File: src/rtl/tbt_pkg.sv
// shared types, register indexes, reset values and the interval step function
package tbt_pkg;

  typedef enum logic [2:0] {
    MODE_SET_A  = 3'd0,
    MODE_SET_B  = 3'd1,
    MODE_RUN_A  = 3'd2,
    MODE_RUN_B  = 3'd3,
    MODE_PAUSED = 3'd4
  } mode_t;

  localparam int unsigned CFG_IDX_W  = 3;
  localparam int unsigned CFG_DATA_W = 16;

  localparam logic [CFG_IDX_W-1:0] CFG_DEBOUNCE   = 3'd0;
  localparam logic [CFG_IDX_W-1:0] CFG_LONG_PRESS = 3'd1;
  localparam logic [CFG_IDX_W-1:0] CFG_LOCKOUT    = 3'd2;
  localparam logic [CFG_IDX_W-1:0] CFG_TICKS_SEC  = 3'd3;
  localparam logic [CFG_IDX_W-1:0] CFG_STEP_SEC   = 3'd4;
  localparam logic [CFG_IDX_W-1:0] CFG_MIN_SEC    = 3'd5;
  localparam logic [CFG_IDX_W-1:0] CFG_MAX_SEC    = 3'd6;

  localparam logic [7:0]  DEBOUNCE_RST   = 8'd40;
  localparam logic [11:0] LONG_PRESS_RST = 12'd800;
  localparam logic [9:0]  LOCKOUT_RST    = 10'd200;
  localparam logic [15:0] TICKS_SEC_RST  = 16'd1000;
  localparam logic [7:0]  STEP_SEC_RST   = 8'd15;
  localparam logic [9:0]  MIN_SEC_RST    = 10'd15;
  localparam logic [9:0]  MAX_SEC_RST    = 10'd240;

  localparam logic [9:0]  INTERVAL_A_RST = 10'd60;
  localparam logic [9:0]  INTERVAL_B_RST = 10'd15;

  typedef struct packed {
    logic [7:0]  debounce_ticks;
    logic [11:0] long_press_ticks;
    logic [9:0]  lockout_ms;
    logic [15:0] ticks_per_second;
    logic [7:0]  step_seconds;
    logic [9:0]  min_seconds;
    logic [9:0]  max_seconds;
  } cfg_t;

  typedef struct packed {
    mode_t       mode;
    logic [9:0]  shown_seconds;
    logic [9:0]  interval_a;
    logic [9:0]  interval_b;
    logic        view_changed;
  } result_t;

  function automatic logic [9:0] next_interval(input logic [9:0] v,
                                               input logic [7:0] step,
                                               input logic [9:0] lo,
                                               input logic [9:0] hi);
    logic [10:0] s;
    logic [9:0]  r;
    s = {1'b0, v} + {3'b000, step};
    if (v >= hi) begin
      r = lo;
    end else if (s < {1'b0, lo}) begin
      r = lo;
    end else if (s > {1'b0, hi}) begin
      r = hi;
    end else begin
      r = s[9:0];
    end
    return r;
  endfunction

endpackage

File: src/rtl/tbt_if.sv
// tick input and result output channel interfaces
interface tbt_in_if;
  logic valid;
  logic ready;
  logic button_level;

  modport source (output valid, output button_level, input ready);
  modport sink (input valid, input button_level, output ready);
endinterface

interface tbt_out_if;
  logic       valid;
  logic       ready;
  logic [2:0] mode;
  logic [9:0] shown_seconds;
  logic [9:0] interval_a;
  logic [9:0] interval_b;
  logic       view_changed;

  modport source (output valid, output mode, output shown_seconds, output interval_a,
                  output interval_b, output view_changed, input ready);
  modport sink (input valid, input mode, input shown_seconds, input interval_a,
                input interval_b, input view_changed, output ready);
endinterface

File: src/rtl/tbt_core.sv
// timer state registers and the per-tick debounce, press and countdown logic
module tbt_core
  import tbt_pkg::*;
(
  input  logic    clk,
  input  logic    rst,
  input  cfg_t    cfg,
  input  logic    tick,
  input  logic    button_level,
  output result_t res
);

  mode_t       mode_reg, mode_next;
  logic        paused_from_b, paused_from_b_next;
  logic [9:0]  interval_a_reg, interval_a_next;
  logic [9:0]  interval_b_reg, interval_b_next;
  logic [9:0]  remaining, remaining_next;
  logic        last_raw, last_raw_next;
  logic        stable_level, stable_level_next;
  logic [7:0]  since_raw_change, since_raw_change_next;
  logic        press_active, press_active_next;
  logic        long_done, long_done_next;
  logic [11:0] press_ticks, press_ticks_next;
  logic [9:0]  since_mode_change, since_mode_change_next;
  logic [15:0] second_ticks, second_ticks_next;
  logic        dirty, short_ev, long_ev, locked;
  logic [9:0]  shown;

  always_comb begin
    mode_next              = mode_reg;
    paused_from_b_next     = paused_from_b;
    interval_a_next        = interval_a_reg;
    interval_b_next        = interval_b_reg;
    remaining_next         = remaining;
    last_raw_next          = last_raw;
    stable_level_next      = stable_level;
    press_active_next      = press_active;
    long_done_next         = long_done;
    dirty                  = 1'b0;
    short_ev               = 1'b0;
    since_raw_change_next  = (since_raw_change != 8'hFF) ? since_raw_change + 8'd1
                                                         : since_raw_change;
    press_ticks_next       = (press_ticks != 12'hFFF) ? press_ticks + 12'd1 : press_ticks;
    since_mode_change_next = (since_mode_change != 10'h3FF) ? since_mode_change + 10'd1
                                                            : since_mode_change;
    second_ticks_next      = (second_ticks != 16'hFFFF) ? second_ticks + 16'd1
                                                        : second_ticks;
    locked                 = since_mode_change_next < cfg.lockout_ms;

    // raw edge restarts the debounce window
    if (button_level != last_raw) begin
      since_raw_change_next = 8'd0;
      last_raw_next         = button_level;
    end

    if (since_raw_change_next >= cfg.debounce_ticks && stable_level != button_level) begin
      stable_level_next = button_level;
      if (!button_level) begin
        press_active_next = 1'b1;
        long_done_next    = 1'b0;
        press_ticks_next  = 12'd0;
      end else if (press_active) begin
        short_ev          = !long_done;
        press_active_next = 1'b0;
      end
    end

    long_ev = press_active_next && !long_done_next &&
              press_ticks_next >= cfg.long_press_ticks;
    if (long_ev) begin
      long_done_next = 1'b1;
    end

    if (short_ev && !locked) begin
      case (mode_reg)
        MODE_SET_A: begin
          interval_a_next = next_interval(interval_a_reg, cfg.step_seconds,
                                          cfg.min_seconds, cfg.max_seconds);
          dirty = 1'b1;
        end
        MODE_SET_B: begin
          interval_b_next = next_interval(interval_b_reg, cfg.step_seconds,
                                          cfg.min_seconds, cfg.max_seconds);
          dirty = 1'b1;
        end
        MODE_RUN_A, MODE_RUN_B: begin
          paused_from_b_next     = (mode_reg == MODE_RUN_B);
          mode_next              = MODE_PAUSED;
          since_mode_change_next = 10'd0;
          dirty                  = 1'b1;
        end
        default: begin
          second_ticks_next      = 16'd0;
          mode_next              = paused_from_b ? MODE_RUN_B : MODE_RUN_A;
          since_mode_change_next = 10'd0;
          dirty                  = 1'b1;
        end
      endcase
    end

    if (long_ev && !locked) begin
      case (mode_reg)
        MODE_SET_A: begin
          mode_next = MODE_SET_B;
        end
        MODE_SET_B: begin
          remaining_next    = interval_a_reg;
          second_ticks_next = 16'd0;
          mode_next         = MODE_RUN_A;
        end
        default: begin
          remaining_next = interval_a_reg;
          mode_next      = MODE_SET_A;
        end
      endcase
      since_mode_change_next = 10'd0;
      dirty                  = 1'b1;
    end

    // countdown step
    if ((mode_next == MODE_RUN_A || mode_next == MODE_RUN_B) &&
        second_ticks_next >= cfg.ticks_per_second) begin
      second_ticks_next = second_ticks_next - cfg.ticks_per_second;
      if (remaining_next != 10'd0) begin
        remaining_next = remaining_next - 10'd1;
        dirty          = 1'b1;
      end
      if (remaining_next == 10'd0) begin
        if (mode_next == MODE_RUN_A) begin
          remaining_next = interval_b_next;
          mode_next      = MODE_RUN_B;
        end else begin
          remaining_next = interval_a_next;
          mode_next      = MODE_RUN_A;
        end
        second_ticks_next      = 16'd0;
        since_mode_change_next = 10'd0;
        dirty                  = 1'b1;
      end
    end
  end

  always_comb begin
    case (mode_next)
      MODE_SET_A: shown = interval_a_next;
      MODE_SET_B: shown = interval_b_next;
      default:    shown = remaining_next;
    endcase

    res.mode          = mode_next;
    res.shown_seconds = shown;
    res.interval_a    = interval_a_next;
    res.interval_b    = interval_b_next;
    res.view_changed  = dirty;
  end

  always_ff @(posedge clk) begin
    if (rst) begin
      mode_reg          <= MODE_SET_A;
      paused_from_b     <= 1'b0;
      interval_a_reg    <= INTERVAL_A_RST;
      interval_b_reg    <= INTERVAL_B_RST;
      remaining         <= INTERVAL_A_RST;
      last_raw          <= 1'b1;
      stable_level      <= 1'b1;
      since_raw_change  <= 8'hFF;
      press_active      <= 1'b0;
      long_done         <= 1'b0;
      press_ticks       <= 12'd0;
      since_mode_change <= 10'd0;
      second_ticks      <= 16'd0;
    end else if (tick) begin
      mode_reg          <= mode_next;
      paused_from_b     <= paused_from_b_next;
      interval_a_reg    <= interval_a_next;
      interval_b_reg    <= interval_b_next;
      remaining         <= remaining_next;
      last_raw          <= last_raw_next;
      stable_level      <= stable_level_next;
      since_raw_change  <= since_raw_change_next;
      press_active      <= press_active_next;
      long_done         <= long_done_next;
      press_ticks       <= press_ticks_next;
      since_mode_change <= since_mode_change_next;
      second_ticks      <= second_ticks_next;
    end
  end

endmodule

File: src/rtl/tbt_obuf.sv
// two-entry result buffer: output register plus skid entry
module tbt_obuf
  import tbt_pkg::*;
(
  input  logic    clk,
  input  logic    rst,
  input  logic    push,
  input  result_t push_data,
  output logic    push_ready,
  output logic    out_valid,
  input  logic    out_ready,
  output result_t out_data
);

  logic    main_valid, skid_valid;
  result_t main_data, skid_data;

  assign push_ready = !skid_valid;
  assign out_valid  = main_valid;
  assign out_data   = main_data;

  always_ff @(posedge clk) begin
    if (rst) begin
      main_valid <= 1'b0;
      skid_valid <= 1'b0;
    end else if (!main_valid || out_ready) begin
      if (skid_valid) begin
        main_valid <= 1'b1;
        skid_valid <= 1'b0;
      end else begin
        main_valid <= push;
      end
    end else if (push) begin
      skid_valid <= 1'b1;
    end
  end

  always_ff @(posedge clk) begin
    if (!main_valid || out_ready) begin
      main_data <= skid_valid ? skid_data : push_data;
    end else if (push) begin
      skid_data <= push_data;
    end
  end

endmodule

File: src/rtl/two_interval_button_timer.sv
// top level: configuration registers, tick processing core and result buffer
// a tick's result is registered in the output buffer before it is offered on out_ch
// throughput: one tick per cycle while out_ch keeps taking results; a stalled
//   output holds one extra result, then in_ch.ready drops until it drains
// reset: config to defaults, mode set A, intervals 60 and 15, buffer empty
module two_interval_button_timer
  import tbt_pkg::*;
(
  input  logic                  clk,
  input  logic                  rst,
  tbt_in_if.sink                in_ch,
  tbt_out_if.source             out_ch,
  input  logic                  cfg_we,
  input  logic [CFG_IDX_W-1:0]  cfg_index,
  input  logic [CFG_DATA_W-1:0] cfg_data
);

  cfg_t    cfg;
  result_t step_res, buf_res;
  logic    push_ready, tick;

  always_ff @(posedge clk) begin
    if (rst) begin
      cfg.debounce_ticks   <= DEBOUNCE_RST;
      cfg.long_press_ticks <= LONG_PRESS_RST;
      cfg.lockout_ms       <= LOCKOUT_RST;
      cfg.ticks_per_second <= TICKS_SEC_RST;
      cfg.step_seconds     <= STEP_SEC_RST;
      cfg.min_seconds      <= MIN_SEC_RST;
      cfg.max_seconds      <= MAX_SEC_RST;
    end else if (cfg_we) begin
      case (cfg_index)
        CFG_DEBOUNCE:   cfg.debounce_ticks   <= cfg_data[7:0];
        CFG_LONG_PRESS: cfg.long_press_ticks <= cfg_data[11:0];
        CFG_LOCKOUT:    cfg.lockout_ms       <= cfg_data[9:0];
        CFG_TICKS_SEC:  cfg.ticks_per_second <= cfg_data;
        CFG_STEP_SEC:   cfg.step_seconds     <= cfg_data[7:0];
        CFG_MIN_SEC:    cfg.min_seconds      <= cfg_data[9:0];
        CFG_MAX_SEC:    cfg.max_seconds      <= cfg_data[9:0];
        default: ;
      endcase
    end
  end

  assign in_ch.ready = push_ready;
  assign tick        = in_ch.valid && push_ready;

  tbt_core u_core (
    .clk          (clk),
    .rst          (rst),
    .cfg          (cfg),
    .tick         (tick),
    .button_level (in_ch.button_level),
    .res          (step_res)
  );

  tbt_obuf u_obuf (
    .clk        (clk),
    .rst        (rst),
    .push       (tick),
    .push_data  (step_res),
    .push_ready (push_ready),
    .out_valid  (out_ch.valid),
    .out_ready  (out_ch.ready),
    .out_data   (buf_res)
  );

  assign out_ch.mode          = buf_res.mode;
  assign out_ch.shown_seconds = buf_res.shown_seconds;
  assign out_ch.interval_a    = buf_res.interval_a;
  assign out_ch.interval_b    = buf_res.interval_b;
  assign out_ch.view_changed  = buf_res.view_changed;

endmodule
File: src/flat_wrapper.sv
// flat-port wrapper written by rule: the top's interface ports become plain ports
module two_interval_button_timer_flat import tbt_pkg::*;
  (clk, rst, cfg_we, cfg_index, cfg_data, in_ch_valid, in_ch_button_level, in_ch_ready, out_ch_valid, out_ch_mode, out_ch_shown_seconds, out_ch_interval_a, out_ch_interval_b, out_ch_view_changed, out_ch_ready);
  tbt_in_if in_ch_i ();
  tbt_out_if out_ch_i ();
  input  logic clk;
  input  logic rst;
  input  logic cfg_we;
  input  logic [CFG_IDX_W-1:0] cfg_index;
  input  logic [CFG_DATA_W-1:0] cfg_data;
  input wire logic [$bits(in_ch_i.valid)-1:0] in_ch_valid;
  input wire logic [$bits(in_ch_i.button_level)-1:0] in_ch_button_level;
  output wire logic [$bits(in_ch_i.ready)-1:0] in_ch_ready;
  output wire logic [$bits(out_ch_i.valid)-1:0] out_ch_valid;
  output wire logic [$bits(out_ch_i.mode)-1:0] out_ch_mode;
  output wire logic [$bits(out_ch_i.shown_seconds)-1:0] out_ch_shown_seconds;
  output wire logic [$bits(out_ch_i.interval_a)-1:0] out_ch_interval_a;
  output wire logic [$bits(out_ch_i.interval_b)-1:0] out_ch_interval_b;
  output wire logic [$bits(out_ch_i.view_changed)-1:0] out_ch_view_changed;
  input wire logic [$bits(out_ch_i.ready)-1:0] out_ch_ready;
  assign in_ch_i.valid = in_ch_valid;
  assign in_ch_i.button_level = in_ch_button_level;
  assign in_ch_ready = in_ch_i.ready;
  assign out_ch_valid = out_ch_i.valid;
  assign out_ch_mode = out_ch_i.mode;
  assign out_ch_shown_seconds = out_ch_i.shown_seconds;
  assign out_ch_interval_a = out_ch_i.interval_a;
  assign out_ch_interval_b = out_ch_i.interval_b;
  assign out_ch_view_changed = out_ch_i.view_changed;
  assign out_ch_i.ready = out_ch_ready;
  two_interval_button_timer u_core (.clk(clk), .rst(rst), .in_ch(in_ch_i), .out_ch(out_ch_i), .cfg_we(cfg_we), .cfg_index(cfg_index), .cfg_data(cfg_data));
endmodule
File: config.mk
export PLATFORM = sky130hd
export DESIGN_NAME = two_interval_button_timer_flat
export DESIGN_NICKNAME = d
export VERILOG_FILES = /design/src/rtl/tbt_pkg.sv /design/src/rtl/tbt_if.sv /design/src/rtl/tbt_core.sv /design/src/rtl/tbt_obuf.sv /design/src/rtl/two_interval_button_timer.sv /design/src/flat_wrapper.sv
export SDC_FILE = /design/constraint.sdc
export NUM_CORES = 1
export LEC_CHECK = 0
export ABC_AREA = 0
export ABC_CLOCK_PERIOD_IN_PS = 10930
export BUFFER_PORTS_ARGS = -buffer_cell sky130_fd_sc_hd__buf_2
export CORE_MARGIN = 10
export CORE_UTILIZATION = 30
export DETAILED_ROUTE_END_ITERATION = 12
export SLEW_MARGIN = 20
export SYNTH_ARGS = -nofsm -noshare
export SYNTH_HDL_FRONTEND = slang
export SYNTH_SLANG_ARGS = --single-unit
File: constraint.sdc
create_clock -name clk -period 10.93 [get_ports clk]
set_input_delay 0.5465 -clock clk [delete_from_list [all_inputs] [get_ports clk]]
set_output_delay 0.5465 -clock clk [all_outputs]
set_load 0.005 [all_outputs]
==> out/metrics.csv, run 1 <==
metric,value,unit
hold_buffers,0,
tritoncts,done,
num-nets-final,1979,
p_total,2.429,mW
fmax,0.1102,GHz
drt_iter0_markers,1215,
initial_core_util,30.22,%
final_core_util,34.25,%
max_stage_delay,0.71,ns
r2r_cells,33,
worst_r2r_endpoint,u_core.u_obuf.out_data[31]$_DFFE_PP_,
pwr-share-seq,39.4,%
cp-start-kind,flip-flop,
pwr-share-comb,19.1,%
cts_max_path_buffers,3,
rsz0062_at_grt,false,
final_antenna_net_count,0,
dp.cells,2469,
layout_commonest_cell,nand2_1,
grt_overflow,0,
synth_edf_count,68,
antenna_found_initial,0,
syn_inst,1800,
grt_pass1_wl,72390,um
p_leak,6.918,nW
port_buffers,60,
async_reset_ff_share,0,%
route.vias.total,13574,
status,completed,
cp_data_arrival_time,9.37,ns
slowest_stage,nor4_4,
relSlewSlack,33.31,%
finalSetupTns,0,ns
h-tree-depth,1,
die_x,244.1,um
place.gp.congestion,0.9258,
clk_transition_reported_paths,0.06,ns
tightest_slew,0.9980,ns
drc_errors,0,
yosysUniqueCellTypes,82,
yosys_most_used_dff,dfxtp_1,
hpwl,34480,um
power_density,142.3,nW/um^2
p_int,1.735,mW
clkLatencyLatePin,0.55,ns
wl,46750,um
ir_worst_vdd,0.1783,mV
synth_fp_nets,1953,
grt_max_degree,71,
final_cell_mix,"230 x nand2_1, 176 x nor2_1, 160 x dfxtp_1, 153 x a21oi_1, 125 x ha_1",
clockRootBuffer,clkbuf_16,
final-setup-viol-count,0,
r2r-start,u_core.u_core.since_raw_change[3]$_SDFFE_PP1P_,
finClkSkew,0.01570,ns
p_sw_share,28.60,%
clock_sinks,228,
cts_made_buffers,26,
timing.critical_path.buf_inv,2,
worstPathRequired,11.23,ns
syn2layout_area_growth,13.34,%
path_max_fanout,24,
p_sw,0.6948,mW
grt.total_usage,14.97,%
finalCritPeriodShare,83.00,%
path_class,flip-flop to flip-flop,
drive_gt1_share,10.56,%
avgRoutedWirePerCell,18.56,um
row_count,82,
die_area,59590,sq um
syn_area,15070,sq um
ios,61,
synth.ff_latch_count,228,
cts_resized,0,
yosysSeqAreaShare,34.81,%
chipHeight,244.1,um
final.min_clock_period,9.072,ns
cp-startpoint,u_core.u_core.since_raw_change[3]$_SDFFE_PP1P_,
drv_slew,0,
pwr-share-clk,41.4,%
fin_cells,2519,
critPathTopFamily,compound AO/OA/AOI/OAI gates,
drt-pass1-iter-count,6,
reg2reg_slack,1.86,ns
routed_via_density,5.389,
worstSetupEndpointType,flip-flop,
yosysWarningCount,0,
drv_cap,0,
largest-register,u_core.cfg,
cp-endpoint,u_core.u_obuf.out_data[31]$_DFFE_PP_,
grt_pass1_vias,12734,
hold_viol,0,
synth.avg_cell_area,8.371,sq um
cts_setup_buffers,0,
core,49860,sq um
largest_reg_flops,74,
path_depth,33,
hp-class,input port to flip-flop,
## how the worst min path moves through the flow
stage | from | end | slack, ns | depth (start not counted)
floorplan | u_core.cfg[17]$_SDFFE_PP0P_ | u_core.cfg[17]$_SDFFE_PP0P_ | 0.44 | 2
global placement | u_core.cfg[61]$_SDFFE_PP0P_ | u_core.cfg[61]$_SDFFE_PP0P_ | 0.44 | 2
detailed placement | u_core.cfg[30]$_SDFFE_PP0P_ | u_core.cfg[30]$_SDFFE_PP0P_ | 0.45 | 2
CTS | cfg_data[14] | u_core.cfg[42]$_SDFFE_PP0P_ | 0.24 | 3
global route | cfg_data[14] | u_core.cfg[42]$_SDFFE_PP0P_ | 0.25 | 3
finish | cfg_data[14] | u_core.cfg[42]$_SDFFE_PP0P_ | 0.27 | 3
## metrics by stage
step | setup slack [ns] | area, sq um | hold slack [ns]
floorplan | 3.298 | 15070 | 0.4363
global placement | 2.264 | 16070 | 0.4431
detailed placement | 2.049 | 16080 | 0.4476
CTS | 1.971 | 17070 | 0.2450
global route | 1.173 | 17070 | 0.2480
finish | 1.858 | 17080 | 0.2662
## synth_stat cells (all sizes together), types with 7 or more instances
library cell / n / area [sq um]
buf: 15 / 76.32
inv: 100 / 375.4
mux2: 31 / 352.8
xor2: 34 / 297.8
nand4: 23 / 158.9
o21a: 15 / 112.6
o21ai: 79 / 395.4
nand3b: 7 / 52.55
o31ai: 14 / 105.1
or2: 8 / 50.05
nor3: 40 / 200.2
mux2i: 64 / 640.6
o211ai: 42 / 320.3
nor4: 8 / 65.06
and2: 10 / 62.56
nor2b: 15 / 93.84
a21oi: 153 / 765.7
nand2: 232 / 887.1
a31oi: 23 / 158.9
nand3: 54 / 270.3
nand2b: 23 / 143.9
xnor2: 27 / 236.5
edfxtp: 68 / 2042
clkbuf: 71 / 266.5
a21o: 12 / 90.09
dfxtp: 160 / 3203
or3: 10 / 63.81
a211oi: 39 / 292.8
ha: 125 / 1564
nor2: 178 / 668.1
and3: 22 / 137.6
## area by class of cell
| class | instances | area [sq um] |
|---|---|---|
| tap | 672 | 840.8 |
| fill | 5163 | 32790 |
| inverter | 100 | 375.4 |
| sequential | 228 | 5245 |
| multi-input combinational | 1386 | 9140 |
| timing repair buffer | 84 | 483.0 |
| clock buffer | 35 | 735.7 |
| antenna | 1 | 2.502 |
| clock inverter | 13 | 254.0 |
## power by group through the flow
stage / Clock [mW] / Sequential, mW / Combinational, mW
2_1_floorplan: 0 / 0.960 / 0.326
3_3_place_gp: 0 / 0.973 / 0.447
3_5_place_dp: 0 / 0.974 / 0.456
4_1_cts: 1.02 / 0.956 / 0.459
5_1_grt: 1.06 / 0.961 / 0.516
6_report: 1.01 / 0.957 / 0.465
## metal layers
metal	GRT usage, %	routed length [um]	vias up
li1	-	-	6549
met1	20.35	21720	6459
met2	24.08	20960	488
met3	2.354	2836	78
met4	4.256	1236	0
met5	0	0	-
## worst register-to-register path, delay by kind of cell (launching register included)
kind	cells	cell delay, ns
xor gates and xnor gates	2	0.29
AOI/OAI and AO/OA	14	3.14
buffers and inverters	2	0.57
muxes	1	0.27
and+or+nand+nor	10	2.88
DFF	1	0.42
adders and majority gates	4	1.25
## cell families after synthesis
kind of cell | count (synthesis) | share of synthesized area [%]
xor gates and xnor gates | 61 | 3.546
and+or+nand+nor | 653 | 20.28
adders and majority gates | 128 | 10.78
AOI/OAI and AO/OA | 449 | 19.22
buffers and inverters | 186 | 4.767
muxes | 95 | 6.594
DFF | 228 | 34.81
Power figures use the tool's default switching activity.
==> run 2: changes to the inputs <==
- ABC_AREA: 0 -> 1
- ABC_CLOCK_PERIOD_IN_PS: 10930 -> 8400
- clock period: 10.93 -> 8.4 ns (I/O delays scaled with it)
==> run 2 against run 1 <==
Compared with the run above:
- flip-flop and latch count unchanged
- setup slack lost 1.0 ns
- hold slack worse by 0.10 ns
- maximum frequency grew 20%
- cell count up 11%
- synthesized cell count is 16% higher
- sequential share of layout area increased by 0.58 points
- cell area is 1.8% lower
- clock power grew 15%
- global-route usage down 0.69 points
==> out/metrics.csv, run 2 <==
metric,value,unit,change
yosysMostFrequentCell,nand2_1,,
cts_max_path_buffers,3,,unchanged
cp_data_arrival_time,8.00,ns,-1.37 ns
layout_commonest_cell,nand2_1,,
slowest_stage,fa_1,,
fmax,0.1320,GHz,+20%
port_buffers,60,,unchanged
drv_cap,0,,unchanged
grt.total_usage,14.28,%,-0.69 points
yosysSeqAreaShare,35.17,%,+0.36 points
synth.avg_cell_area,7.143,sq um,-15%
antenna_found_initial,0,,unchanged
largest-register,u_core.cfg,,
drc_errors,0,,unchanged
clockRootBuffer,clkbuf_16,,
cts_setup_buffers,0,,unchanged
grt_pass1_wl,69940,um,-3.4%
cp-start-kind,flip-flop,,
routed_via_density,4.942,,-8.3%
ys_top_cells_by_area,"dfxtp_1 21%, edfxtp_1 14%, nand2_1 12%",,
hp-class,input port to flip-flop,,
grt_overflow,0,,unchanged
place.gp.congestion,0.9077,,-2.0%
largest_reg_flops,74,,unchanged
relSlewSlack,30.37,%,-2.9 points
r2r-start,u_core.u_core.since_raw_change[0]$_SDFFE_PP1P_,,
clk_transition_reported_paths,0.06,ns,about the same
grt_pass1_vias,12928,,+1.5%
path_max_fanout,36,,+50%
drv_slew,0,,unchanged
yosys.area.top_type,dfxtp_1,,
wl_met1,21420,um,-1.4%
syn2layout_area_growth,12.38,%,
hpwl,32870,um,-4.7%
wl_met3,2690,um,-5.1%
worstPathRequired,8.82,ns,-2.41 ns
hold_buffers,0,,unchanged
cp-startpoint,u_core.u_core.since_raw_change[0]$_SDFFE_PP1P_,,
async_reset_ff_share,0,%,unchanged
clock_sinks,228,,unchanged
wl,44010,um,-5.9%
dr.max_layer_used,met4,,
cts_made_buffers,26,,unchanged
max_stage_delay,0.41,ns,-0.30 ns
final-setup-viol-count,0,,unchanged
tritoncts,done,,
die_x,243.0,um,-0.47%
status,completed,,
chipHeight,243.0,um,-0.47%
finalCritPeriodShare,90.20,%,+7.2 points
drt_iter0_markers,1143,,-5.9%
power_density,183.6,nW/um^2,+29%
ir_worst_vdd,0.1582,mV,-11%
final.min_clock_period,7.576,ns,-1.496 ns
fin_cells,2807,,+11%
n_fill_cell,5262,,+1.9%
netlist.area_leader.share,21.48,%,+0.22 points
final_antenna_net_count,0,,unchanged
cpMostUsedCell,nand2_1,,
row_count,81,,-1.2%
whs,0.1627,ns,-0.1035 ns
synth_edf_count,68,,unchanged
yosysUniqueCellTypes,52,,-37%
synth_fp_nets,2241,,+15%
hold_viol,0,,unchanged
yosys_most_used_dff,dfxtp_1,,
initial_core_util,30.41,%,+0.19 points
die_area,59030,sq um,-0.93%
final_cell_mix,"474 x nand2_1, 281 x inv_1, 216 x a21oi_1, 202 x o21ai_0, 160 x dfxtp_1",,
worstSetupEndpointType,flip-flop,,
path_class,flip-flop to flip-flop,,
yosysWarningCount,0,,unchanged
drive_gt1_share,8.446,%,-2.1 points
grt_max_degree,92,,+30%
avgRoutedWirePerCell,15.68,um,-16%
yosys-top-cells-count,"475 x nand2_1, 283 x inv_1, 217 x a21oi_1, 204 x o21ai_0, 160 x dfxtp_1",,
clkLatencyLatePin,0.56,ns,about the same
num-nets-final,2276,,+15%
core,49050,sq um,-1.6%
h-tree-depth,1,,unchanged
drt-pass1-iter-count,8,,+2
syn_area,14910,sq um,-1.0%
hold_start,cfg_data[10],,
n_antenna_cell,0,,-1
p_leak,7.602,nW,+9.9%
met2WireLength,19040,um,-9.2%
finClkSkew,0.01543,ns,-0.0002743 ns
tightest_slew,1.044,ns,+0.04643 ns
syn_inst,2088,,+16%
dp.cells,2759,,+12%
synth.ff_latch_count,228,,unchanged
route.vias.total,13872,,+2.2%
ios,61,,unchanged
run 2: changes by cell type after synthesis, sizes merged, moves of 16 or more:
cell    delta
nand2    +256
nor3      -16
clkbuf    -17
and3      -21
inv      +190
nand3     +42
mux2i     -63
xnor2     -19
a21oi     +64
o21ai    +131
a211oi    -31
nand2b    -23
nor2      -18
mux2      -30
run 2: stage by stage:
stage / worst slack (ns) / total power [mW] / util, % / setup TNS, ns / instance area [sq um]
2_1_floorplan: 1.462 / 1.734 / - / 0 / 14910
3_3_place_gp: 0.8809 / 1.917 / 32.38 / 0 / 15880
3_5_place_dp: 0.5814 / 1.928 / 32.38 / 0 / 15880
4_1_cts: 0.5073 / 3.093 / 34.14 / 0 / 16750
5_1_grt: -0.01466 / 3.250 / 34.17 / -0.01466 / 16760
6_report: 0.8235 / 3.078 / 34.17 / 0 / 16760
run 2: timing repair:
item | CTS | global route
endpoints found under the hold margin | 0 | 0
resized for setup | 0 | 5
setup endpoints to repair | 0 | 53
run 2: where the power goes:
group	internal [mW]	switching (mW)
sequential	1.21	0.0441
combinational	0.223	0.442
clock	0.672	0.491
total	2.10	0.977
run 2: metal layers:
| metal | GRT usage (%) | vias to the layer above |
|---|---|---|
| li1 | - | 7060 |
| met1 | 20.17 | 6384 |
| met2 | 22.38 | 369 |
| met3 | 2.372 | 59 |
| met4 | 2.977 | 0 |
| met5 | 0 | - |
run 2: worst paths after layout:
kind,endpoint,slack (ns),depth (start not counted)
worst max-delay path,u_core.u_obuf.out_data[25]$_DFFE_PP_,0.82,53
worst min register to register,u_core.cfg[43]$_SDFFE_PP0P_,0.46,2
worst max register to register,u_core.u_obuf.out_data[25]$_DFFE_PP_,0.82,53
worst min-delay path,u_core.cfg[64]$_SDFFE_PP0P_,0.16,3
run 2: logic make-up after synthesis:
kind of cell | Yosys count | synth area share (%)
buf+inv | 361 | 9.337
mux | 2 | 0.1426
simple gates | 815 | 23.46
flops | 228 | 35.17
xor+xnor | 36 | 2.114
fa+ha+maj | 128 | 10.89
compound gates | 518 | 18.88
run 2: layout make-up:
type	count	area [sq um]	area share, %
sequential	228	5245	31.29
multi-input combinational	1499	8304	49.54
tap	664	830.8	4.957
timing repair buffer	76	420.4	2.508
clock inverter	18	188.9	1.127
clock buffer	30	675.6	4.031
inverter	292	1096	6.539
run 2: critical path, delay by kind of cell, from the launching register on:
kind / cells / cell delay, ns
and+or+nand+nor: 29 / 3.32
AOI/OAI and AO/OA: 8 / 1.26
DFF: 1 / 0.40
adders and majority gates: 5 / 1.29
buffers and inverters: 11 / 1.16
==> run 3: changes to the inputs <==
- ABC_AREA: 1 -> default
==> run 3 against run 2 <==
Compared with the run above:
- die area grew 0.94%
- maximum frequency shrank 3.5%
- register-to-register slack lost 0.28 ns
- critical path type unchanged
- flip-flop and latch count is the same
- utilization grew 0.19 points
- count of clock-buffer cells in the layout is the same
- critical path depth shrank 24
- cell area grew 2.2%
- clock power grew 11%
- highest routed layer unchanged
- first-iteration DRC count shrank 0.96%
- non-clock buffer count grew 16
- clock skew shrank 0.0039 ns
==> out/metrics.csv, run 3 (synthesis gave the netlist of run 1 again) <==
metric,value,unit,change
hold_buffers,0,,unchanged
cts_made_buffers,25,,-3.8%
clock_sinks,228,,unchanged
p_int,2.234,mW,+6.3%
n_fill_cell,5154,,-2.1%
routed_via_density,5.348,,+8.2%
drv_cap,0,,unchanged
finalSetupTns,0,ns,unchanged
slowest_stage,or4_4,,
hpwl,33850,um,+3.0%
grt_max_degree,73,,-21%
pwr-share-clk,41.1,%,+3.3 points
row_count,82,,+1.2%
tritoncts,done,,
finalCritPeriodShare,93.50,%,+3.3 points
cp-start-kind,flip-flop,,
wl,46600,um,+5.9%
clockRootBuffer,clkbuf_16,,
final-setup-viol-count,0,,unchanged
antenna_found_initial,0,,unchanged
cts_max_path_buffers,3,,unchanged
relSlewSlack,28.76,%,-1.6 points
pwr-share-seq,39.7,%,-0.9 points
syn2layout_area_growth,13.73,%,
path_max_fanout,35,,-2.8%
finClkSkew,0.01157,ns,-0.003857 ns
n_antenna_cell,0,,unchanged
final.min_clock_period,7.854,ns,+0.2777 ns
core,49860,sq um,+1.7%
layout_commonest_cell,nand2_1,,
final_antenna_net_count,0,,unchanged
tightest_slew,1.065,ns,+0.02020 ns
drt-pass1-iter-count,5,,-3
drc_errors,0,,unchanged
worst_r2r_endpoint,u_core.u_obuf.out_data[21]$_DFFE_PP_,,
worstPathRequired,8.78,ns,-0.04 ns
largest_reg_flops,74,,unchanged
num-nets-final,1986,,-13%
drive_gt1_share,11.29,%,+2.8 points
fmax,0.1273,GHz,-3.5%
r2r_cells,29,,-45%
p_leak,6.948,nW,-8.6%
ir_worst_vdd,0.1859,mV,+18%
grt_pass1_vias,13036,,+0.84%
max_stage_delay,0.59,ns,+0.18 ns
hp-class,input port to flip-flop,,
largest-register,u_core.cfg,,
grt_overflow,0,,unchanged
ios,61,,unchanged
initial_core_util,30.22,%,-0.19 points
hold_viol,0,,unchanged
grt.total_usage,15.15,%,+0.87 points
drv_slew,0,,unchanged
clkLatencyLatePin,0.54,ns,-0.02 ns
cp-endpoint,u_core.u_obuf.out_data[21]$_DFFE_PP_,,
p_sw,0.9029,mW,-7.6%
cp-startpoint,u_core.u_core.since_raw_change[3]$_SDFFE_PP1P_,,
avgRoutedWirePerCell,18.47,um,+18%
rsz0062_at_grt,false,,
pwr-share-comb,19.2,%,-2.4 points
clk_transition_reported_paths,0.07,ns,about the same
die_area,59590,sq um,+0.94%
status,completed,,
final_core_util,34.36,%,+0.19 points
worstSetupEndpointType,flip-flop,,
reg2reg_slack,0.55,ns,-0.28 ns
final_cell_mix,"230 x nand2_1, 175 x nor2_1, 160 x dfxtp_1, 153 x a21oi_1, 125 x ha_1",,
h-tree-depth,1,,unchanged
chipHeight,244.1,um,+0.47%
power_density,183.1,nW/um^2,-0.32%
port_buffers,60,,unchanged
grt_pass1_wl,73490,um,+5.1%
cp_data_arrival_time,8.23,ns,+0.23 ns
route.vias.total,13494,,-2.7%
place.gp.congestion,0.9668,,+6.5%
die_x,244.1,um,+0.47%
r2r-start,u_core.u_core.since_raw_change[3]$_SDFFE_PP1P_,,
path_class,flip-flop to flip-flop,,
p_sw_share,28.78,%,-3.0 points
drt_iter0_markers,1132,,-0.96%
run 3: cell types whose count changed in the layout (fill, tap and decap cells not counted), moves of 30 or more:
cell and change:
nand2_1 -244, inv_1 -182, o21ai_0 -125, a21oi_1 -63
mux2i_1 +63, nand3_1 -35, nor2_1 +32, a211oi_1 +30
run 3: layout make-up:
type                            count  area (sq um)  area share [%]
Multi-Input combinational cell   1386          9151           53.41
Sequential cell                   228          5245           30.61
Tap cell                          672         840.8           4.907
Clock buffer                       30         694.4           4.053
Timing Repair Buffer               92         555.5           3.242
Inverter                          100         375.4           2.191
Clock inverter                     15         272.8           1.592
run 3: critical path: cells and delay by family (launching register included):
kind	cells	cell delay, ns
DFF	1	0.40
and+or+nand+nor	12	3.20
adders and majority gates	3	0.89
xor gates and xnor gates	1	0.15
buffers and inverters	1	0.22
muxes	1	0.38
AOI/OAI and AO/OA	11	2.41
run 3: metal layers:
metal | track usage (%) | wire [um] | vias to the layer above
li1 | - | - | 6577
met1 | 20.65 | 21660 | 6465
met2 | 24.32 | 21030 | 382
met3 | 2.507 | 2848 | 70
met4 | 4.037 | 1057 | 0
met5 | 0 | 0 | -
run 3: how the worst min path moves through the flow:
| stage | start | end | slack (ns) | cells past startpoint |
|---|---|---|---|---|
| 2_1_floorplan | u_core.cfg[17]$_SDFFE_PP0P_ | u_core.cfg[17]$_SDFFE_PP0P_ | 0.44 | 2 |
| 3_3_place_gp | u_core.cfg[56]$_SDFFE_PP0P_ | u_core.cfg[56]$_SDFFE_PP0P_ | 0.44 | 2 |
| 3_5_place_dp | u_core.cfg[60]$_SDFFE_PP0P_ | u_core.cfg[60]$_SDFFE_PP0P_ | 0.45 | 2 |
| 4_1_cts | cfg_data[13] | u_core.cfg[41]$_SDFFE_PP0P_ | 0.11 | 3 |
| 5_1_grt | cfg_data[12] | u_core.cfg[40]$_SDFFE_PP0P_ | 0.13 | 3 |
| 6_report | cfg_data[13] | u_core.cfg[41]$_SDFFE_PP0P_ | 0.14 | 3 |
run 3: power groups by stage:
stage	logic, mW	registers [mW]	clock network (mW)
after floorplan	0.424	1.25	0
after CTS	0.595	1.24	1.32
after detailed placement	0.592	1.27	0
final	0.602	1.24	1.29
after global placement	0.581	1.27	0
after global routing	0.672	1.25	1.36
run 3: per-stage QoR:
step	setup WS [ns]	cell area, sq um	hold WS (ns)	std cells	power (mW)
4_1_cts	0.07422	17090	0.1135	2521	3.158
6_report	0.5458	17140	0.1423	2523	3.137
5_1_grt	0.01012	17140	0.1302	2523	3.285
3_5_place_dp	0.08541	16120	0.4503	2476	1.859
3_3_place_gp	0.2625	16120	0.4436	2476	1.847
2_1_floorplan	0.7685	15070	0.4363	1800	1.673
run 3: repair_timing:
action / in CTS / in global routing
hold endpoints to repair: 0 / 0
buffers inserted: 0 / 1
endpoints found under the setup margin: 0 / 52
gates resized for setup: 0 / 7
